`src/design/rmul_pkg.sv`:
```
package rmul_pkg;

    // Widths of the divisor and of the length counter.
    localparam int VALUE_BITS = 20;
    localparam int COUNT_BITS = 24;

    // Decimal radix used by the remainder recurrence.
    localparam int RADIX     = 10;
    localparam int DIGIT_MAX = RADIX - 1;

    // A value of 10*r + 1 with r below the divisor needs four more bits.
    localparam int WIDE_BITS = VALUE_BITS + 4;

    // Hex digits of the divisor. Used by the divisible-by-five test.
    localparam int NIBBLES = (VALUE_BITS + 3) / 4;

    // Commands from the controller to the datapath.
    typedef struct packed {
        logic load;     // take a new divisor and build its multiples
        logic init;     // remainder = 1 mod d, count = 1
        logic step;     // remainder = (10*remainder + 1) mod d, count + 1
        logic capture;  // copy the finished result to the output register
    } t_cmd;

    // Status from the datapath to the controller.
    typedef struct packed {
        logic invalid;   // divisor is zero, even or a multiple of five
        logic rem_zero;  // running remainder is zero
    } t_status;

    // Divisible by five: since 16 is 1 mod 5, the sum of the hex digits keeps
    // the value mod 5. Three folds bring any sum down to at most 15.
    function automatic logic is_mult5(input logic [VALUE_BITS-1:0] v);
        logic [NIBBLES*4-1:0] w;
        logic [7:0]           s;
        w = (NIBBLES*4)'(v);
        s = '0;
        for (int i = 0; i < NIBBLES; i++) begin
            s = s + 8'(w[i*4 +: 4]);
        end
        for (int j = 0; j < 3; j++) begin
            s = 8'(s[7:4]) + 8'(s[3:0]);
        end
        return (s == 8'd0) || (s == 8'd5) || (s == 8'd10) || (s == 8'd15);
    endfunction

endpackage

```
`src/design/repunit_multiple_length_unit.sv`:
```
// Smallest repunit multiple length unit.
//
// The input channel (i_divisor_valid / o_divisor_ready) carries one 20-bit
// unsigned divisor per transaction. The output channel (o_result_valid /
// i_result_ready) returns one transaction per divisor: o_status is 0 when a
// repunit multiple exists and 1 for a zero, even or multiple-of-five divisor,
// and o_ones_count gives the number of ones digits (0 when invalid).
// The block works on one divisor at a time. After acceptance it checks the
// divisor, applies remainder updates until the remainder is zero, and then
// loads the output register; an invalid divisor goes from the check straight
// to loading the output register. The next divisor is taken once the
// controller is back in idle. The search loop runs on the single remainder
// update unit, which forms 10*r + 1 and reduces it by the largest fitting
// multiple of the divisor. N never exceeds the divisor. A finished result
// sits in an output register, so a stalled receiver does not hold up the
// next divisor: it is accepted and searched while the previous result
// waits, and only its hand-off waits for the register to drain. Reset is
// synchronous and active low; it empties the output register and returns
// the controller to idle.
module repunit_multiple_length_unit
    import rmul_pkg::*;
(
    input  logic                  i_clk,
    input  logic                  i_rst_n,
    input  logic                  i_divisor_valid,
    output logic                  o_divisor_ready,
    input  logic [VALUE_BITS-1:0] i_divisor,
    output logic                  o_result_valid,
    input  logic                  i_result_ready,
    output logic                  o_status,
    output logic [COUNT_BITS-1:0] o_ones_count
);

    t_cmd    cmd;
    t_status status;

    // The controller sequences load, check, search and hand-off.
    rmul_ctrl u_ctrl (
        .i_clk       (i_clk),
        .i_rst_n     (i_rst_n),
        .i_in_valid  (i_divisor_valid),
        .o_in_ready  (o_divisor_ready),
        .o_out_valid (o_result_valid),
        .i_out_ready (i_result_ready),
        .i_status    (status),
        .o_cmd       (cmd)
    );

    // The datapath holds the divisor, its multiples, the running remainder,
    // the digit count and the output register.
    rmul_datapath u_datapath (
        .i_clk        (i_clk),
        .i_rst_n      (i_rst_n),
        .i_cmd        (cmd),
        .i_divisor    (i_divisor),
        .o_status     (status),
        .o_res_status (o_status),
        .o_res_count  (o_ones_count)
    );

endmodule

```
`src/design/rmul_datapath.sv`:
```
module rmul_datapath
    import rmul_pkg::*;
(
    input  logic                  i_clk,
    input  logic                  i_rst_n,
    input  t_cmd                  i_cmd,
    input  logic [VALUE_BITS-1:0] i_divisor,
    output t_status               o_status,
    output logic                  o_res_status,
    output logic [COUNT_BITS-1:0] o_res_count
);

    logic [VALUE_BITS-1:0] r_div;
    logic [WIDE_BITS-1:0]  r_mult [1:DIGIT_MAX];
    logic [VALUE_BITS-1:0] r_rem;
    logic [COUNT_BITS-1:0] r_cnt;
    logic                  r_res_status;
    logic [COUNT_BITS-1:0] r_res_count;

    logic [VALUE_BITS-1:0] n_rem;
    logic [WIDE_BITS-1:0]  wide;
    logic [WIDE_BITS-1:0]  sel_sub;
    logic [WIDE_BITS-1:0]  diff;
    logic                  invalid;

    assign invalid = (r_div == '0) || !r_div[0] || is_mult5(r_div);

    // One remainder update: form 10*r + 1, find the largest multiple k*d not
    // above it by parallel compares, and subtract it.
    always_comb begin
        wide    = (WIDE_BITS'(r_rem) << 3) + (WIDE_BITS'(r_rem) << 1) + WIDE_BITS'(1);
        sel_sub = '0;
        for (int k = 1; k <= DIGIT_MAX; k++) begin
            if (wide >= r_mult[k]) begin
                sel_sub = r_mult[k];
            end
        end
        diff  = wide - sel_sub;
        n_rem = diff[VALUE_BITS-1:0];
    end

    always_ff @(posedge i_clk) begin
        if (i_cmd.load) begin
            r_div <= i_divisor;
            for (int k = 1; k <= DIGIT_MAX; k++) begin
                r_mult[k] <= WIDE_BITS'(i_divisor) * WIDE_BITS'(k);
            end
        end
        if (i_cmd.init) begin
            r_rem <= (r_div == VALUE_BITS'(1)) ? '0 : VALUE_BITS'(1);
            r_cnt <= COUNT_BITS'(1);
        end else if (i_cmd.step) begin
            r_rem <= n_rem;
            r_cnt <= r_cnt + COUNT_BITS'(1);
        end
        if (i_cmd.capture) begin
            r_res_status <= invalid;
            r_res_count  <= invalid ? '0 : r_cnt;
        end
    end

    assign o_status.invalid  = invalid;
    assign o_status.rem_zero = (r_rem == '0);
    assign o_res_status      = r_res_status;
    assign o_res_count       = r_res_count;

    // The remainder always stays below the divisor after an update.
    a_rem_below_div: assert property (@(posedge i_clk) disable iff (!i_rst_n)
        i_cmd.step |=> (r_rem < r_div))
        else $error("remainder not reduced below divisor");

    // Each update adds exactly one digit to the count.
    a_cnt_advance: assert property (@(posedge i_clk) disable iff (!i_rst_n)
        (i_cmd.step && !i_cmd.init) |=> (r_cnt == $past(r_cnt) + COUNT_BITS'(1)))
        else $error("digit count did not advance by one");

    // A found result always has a nonzero length.
    a_found_nonzero: assert property (@(posedge i_clk) disable iff (!i_rst_n)
        i_cmd.capture |=> (r_res_status || (r_res_count != '0)))
        else $error("found result with zero length");

endmodule

```
`src/design/rmul_ctrl.sv`:
```
module rmul_ctrl
    import rmul_pkg::*;
(
    input  logic    i_clk,
    input  logic    i_rst_n,
    input  logic    i_in_valid,
    output logic    o_in_ready,
    output logic    o_out_valid,
    input  logic    i_out_ready,
    input  t_status i_status,
    output t_cmd    o_cmd
);

    typedef enum logic [1:0] {
        ST_IDLE,
        ST_CHECK,
        ST_RUN,
        ST_FINISH
    } t_state;

    t_state r_state;
    logic   r_out_valid;
    logic   slot_free;

    // The output register can take a result when empty or being emptied.
    assign slot_free  = !r_out_valid || i_out_ready;
    assign o_in_ready = (r_state == ST_IDLE);

    always_comb begin
        o_cmd = '0;
        case (r_state)
            ST_IDLE:   o_cmd.load    = i_in_valid;
            ST_CHECK:  o_cmd.init    = !i_status.invalid;
            ST_RUN:    o_cmd.step    = !i_status.rem_zero;
            ST_FINISH: o_cmd.capture = slot_free;
            default:   o_cmd = '0;
        endcase
    end

    always_ff @(posedge i_clk) begin
        if (!i_rst_n) begin
            r_state     <= ST_IDLE;
            r_out_valid <= 1'b0;
        end else begin
            // A new result takes the slot as the old one leaves it.
            if (r_state == ST_FINISH && slot_free) begin
                r_out_valid <= 1'b1;
            end else if (r_out_valid && i_out_ready) begin
                r_out_valid <= 1'b0;
            end
            case (r_state)
                ST_IDLE: begin
                    if (i_in_valid) begin
                        r_state <= ST_CHECK;
                    end
                end
                ST_CHECK: begin
                    r_state <= i_status.invalid ? ST_FINISH : ST_RUN;
                end
                ST_RUN: begin
                    if (i_status.rem_zero) begin
                        r_state <= ST_FINISH;
                    end
                end
                ST_FINISH: begin
                    if (slot_free) begin
                        r_state <= ST_IDLE;
                    end
                end
                default: r_state <= ST_IDLE;
            endcase
        end
    end

    assign o_out_valid = r_out_valid;

    // An accepted transaction always moves on to the divisor check.
    a_accept_to_check: assert property (@(posedge i_clk) disable iff (!i_rst_n)
        (i_in_valid && o_in_ready) |=> (r_state == ST_CHECK))
        else $error("accepted transaction did not start a check");

    // A captured result is presented on the next cycle.
    a_capture_valid: assert property (@(posedge i_clk) disable iff (!i_rst_n)
        o_cmd.capture |=> r_out_valid)
        else $error("captured result not presented");

endmodule
```
`config.mk`:
```
export PLATFORM = sky130hd
export DESIGN_NAME = repunit_multiple_length_unit
export DESIGN_NICKNAME = d
export VERILOG_FILES = /design/src/design/rmul_pkg.sv /design/src/design/repunit_multiple_length_unit.sv /design/src/design/rmul_datapath.sv /design/src/design/rmul_ctrl.sv
export SDC_FILE = /design/constraint.sdc
export NUM_CORES = 1
export LEC_CHECK = 0
export BUFFER_PORTS_ARGS = -buffer_cell sky130_fd_sc_hd__buf_2
export CAP_MARGIN = 20
export CORE_MARGIN = 5
export CORE_UTILIZATION = 51
export DETAILED_ROUTE_END_ITERATION = 10
export PLACE_DENSITY = 0.67
export RECOVER_POWER = 50
export SYNTH_ARGS = -nofsm -noshare
export SYNTH_HDL_FRONTEND = slang
export SYNTH_SLANG_ARGS = --single-unit
```
`constraint.sdc`:
```
create_clock -name i_clk -period 8.5 [get_ports i_clk]
set_clock_uncertainty 0.05 [all_clocks]
set_input_delay 1.275 -clock i_clk [delete_from_list [all_inputs] [get_ports i_clk]]
set_output_delay 1.275 -clock i_clk [all_outputs]
set_load 0.02 [all_outputs]
```
==> impl_metrics.tcl <==
set metrics [dict create \
    syn_inst 1950 \
    path_max_fanout 10 \
    holdWs_ns 0.463 \
    drt_iter0_markers 1121 \
    cts_tree "yes" \
    clock_path_buffers 2 \
    track_usage_pct 26.3 \
    ys_ff_latch 176 \
    die_w_um 199 \
    rows 69 \
    synthMuxAreaShare_pct 0.110 \
    violations "max-capacitance violations, max-slew violations" \
    finalMaxSlewViolations 107 \
    hold_buffers 0 \
    synth-seq-area-share_pct 27.7 \
    die_h_um 199 \
    hold_class "reg2reg" \
    critPathMostFrequentCell "a21o_1" \
    core_um2 35300 \
    dominantRegCellSynth "edfxtp_1" \
    arrival_ns 8.26 \
    grt_max_degree 70 \
    die_area_um2 39400 \
    place_hpwl_um 40800 \
    slew_headroom_pct -138 \
    cts_buffers 17 \
    floorplan.initialDensity_pct 51.3 \
    antenna_left 0 \
    synthSimpleGateAreaFrac_pct 14.5 \
    io_pins 51 \
    diodes 0 \
    final_cell_mix "347 x ha_1, 178 x inv_1, 149 x edfxtp_1" \
    first_global_vias 15100 \
    antenna_found_initial 0 \
    rsz0062_at_grt "false" \
    cts.repair.resized 0 \
    insertion_delay_ns 0.46 \
    grt_pass1_wl_um 81500 \
    cap_violations 2 \
    final_hold_viol_count 0 \
    finalSetupTns_ns 0 \
    ys_async_sr_fraction_pct 0 \
    nNetsFinal 2446 \
    mostFrequentLayoutCell "ha_1" \
    setup_violations 0 \
    critPathMaxStageDelay_ns 0.67 \
    cts_root_buffer "clkbuf_16" \
    start_kind "register" \
    grt-ovfl-total 0 \
    syn-cell-area_um2 18100 \
    period_share_pct 95.3 \
    synth_compound_area_share_pct 20.0 \
    vias 15500 \
    htree_num_levels 4 \
    outcome "finished with violations" \
    drt-vias-per-instance 6.17 \
    syn_avg_cell_area_um2 9.30 \
    drtPass1Iterations 6 \
    fin_crit_ns 8.10 \
    wirelength_um 51300 \
    critical_path_class "reg2reg" \
    synth_edf_count 149 \
    synth_xor_area_share_pct 5.61 \
    synthAdderAreaFrac_pct 27.8 \
    clock-sinks 176 \
    remaining_drc_errors 0 \
    post_cts_buffers 0 \
    drive_gt1_share_pct 5.50 \
    syn_to_final_growth_pct 9.39 \
    synth_cell_type_count 73 \
    yosysWarnings 0 \
    worst_slew_pin_slew_ns 3.58 \
    syn_nets 2355 \
    max_freq_mhz 123 \
    wl_per_cell_um 20.4 \
    required_ns 8.66 \
    synth_top_family_by_area "adder cells" \
    path_clk_slew_ns 0.08 \
    cpMaxStageDelayCell "a2111oi_1" \
    worst_setup_path_end_kind "register" \
    gp_congestion 0.986 \
    port_buffers 50 \
]
## cell type report
type	instances	area [um2]
Inverter	178	668
Tap cell	461	577
Fill cell	3172	15500
Clock buffer	17	425
Sequential cell	176	5010
Clock inverter	15	191
Timing Repair Buffer	107	631
Multi-Input combinational cell	1561	12300
## stage by stage
stage / setup WS, ns / instance area (um2) / std cells / util (%)
3_5_place_dp: 0.398 / 19300 / 2483 / 54.6
6_report: 0.400 / 19800 / 2515 / 56.2
4_1_cts: 0.325 / 19900 / 2515 / 56.4
3_3_place_gp: 0.450 / 19300 / 2481 / 54.6
2_1_floorplan: 0.931 / 18100 / 1950 / -
5_1_grt: 0.0367 / 19800 / 2515 / 56.2
## flip-flops by register name, summed over array words and instances (netlist names)
signal	count
u_ctrl.o_out_valid	1
u_ctrl.r_state	2
u_datapath.o_res_count	24
u_datapath.o_res_status	1
u_datapath.r_cnt	24
u_datapath.r_mult	104
u_datapath.r_rem	20
## metal layers
layer	vias up	track usage (%)	wire length (um)
met5	-	0	0
met4	0	10.4	2120
li1	7506	-	-
met2	493	43.0	23700
met1	7400	35.6	22600
met3	108	3.49	2770
## logic make-up after synthesis
kind of cell | after synthesis
AO/OA/AOI/OAI | 526
XOR/XNOR | 116
adder cells (fa/ha/maj) | 382
buffers and inverters | 213
flip-flops | 176
multiplexers | 2
AND/OR/NAND/NOR | 535
## worst max-delay path: cells and delay by family, from the launching register on
family / cells / cell delay (ns)
AND/OR/NAND/NOR: 6 / 0.85
buffers and inverters: 3 / 0.57
XOR/XNOR: 1 / 0.14
adder cells (fa/ha/maj): 4 / 0.97
flip-flops: 1 / 0.43
AO/OA/AOI/OAI: 20 / 4.84
## path summary, 6_finish.rpt
path                   startpoint                   end  slack (ns)  cells after the start
min          u_datapath.r_cnt[23]  u_datapath.r_cnt[23]        0.46                      2
max reg2reg   u_datapath.r_rem[2]  u_datapath.r_rem[19]        0.40                     34
min reg2reg  u_datapath.r_cnt[23]  u_datapath.r_cnt[23]        0.46                      2
max           u_datapath.r_rem[2]  u_datapath.r_rem[19]        0.40                     34
## cell usage after synthesis, types with 9 or more instances
library cell / instances / share of area (%)
inv_1: 178 / 3.7
a221oi_1: 18 / 0.87
nor4_1: 14 / 0.48
xor2_1: 40 / 1.9
a21o_1: 47 / 1.9
dfxtp_1: 27 / 3.0
xnor2_1: 76 / 3.7
fa_1: 34 / 3.8
nand2_1: 113 / 2.3
and2_1: 32 / 1.1
nand2b_1: 9 / 0.31
or3_1: 13 / 0.45
a211o_1: 10 / 0.48
o211ai_1: 50 / 2.1
nand4_1: 24 / 0.83
or2_2: 9 / 0.31
ha_1: 347 / 24
o2111ai_1: 11 / 0.53
edfxtp_1: 149 / 25
a2111oi_0: 9 / 0.43
nor2b_1: 23 / 0.79
o21a_1: 34 / 1.4
a31oi_1: 15 / 0.52
nand3_1: 81 / 2.2
a21oi_1: 121 / 3.3
o21bai_1: 12 / 0.50
nor3_1: 42 / 1.2
a211oi_1: 25 / 1.0
nor2_1: 132 / 2.7
o21ai_0: 82 / 2.3
o221ai_1: 35 / 1.7
clkbuf_1: 27 / 0.56
and3_1: 23 / 0.79
Power is left out: the tool's default activity adds up to more than one toggle a clock period on the data nets, which glitch-free logic cannot reach.
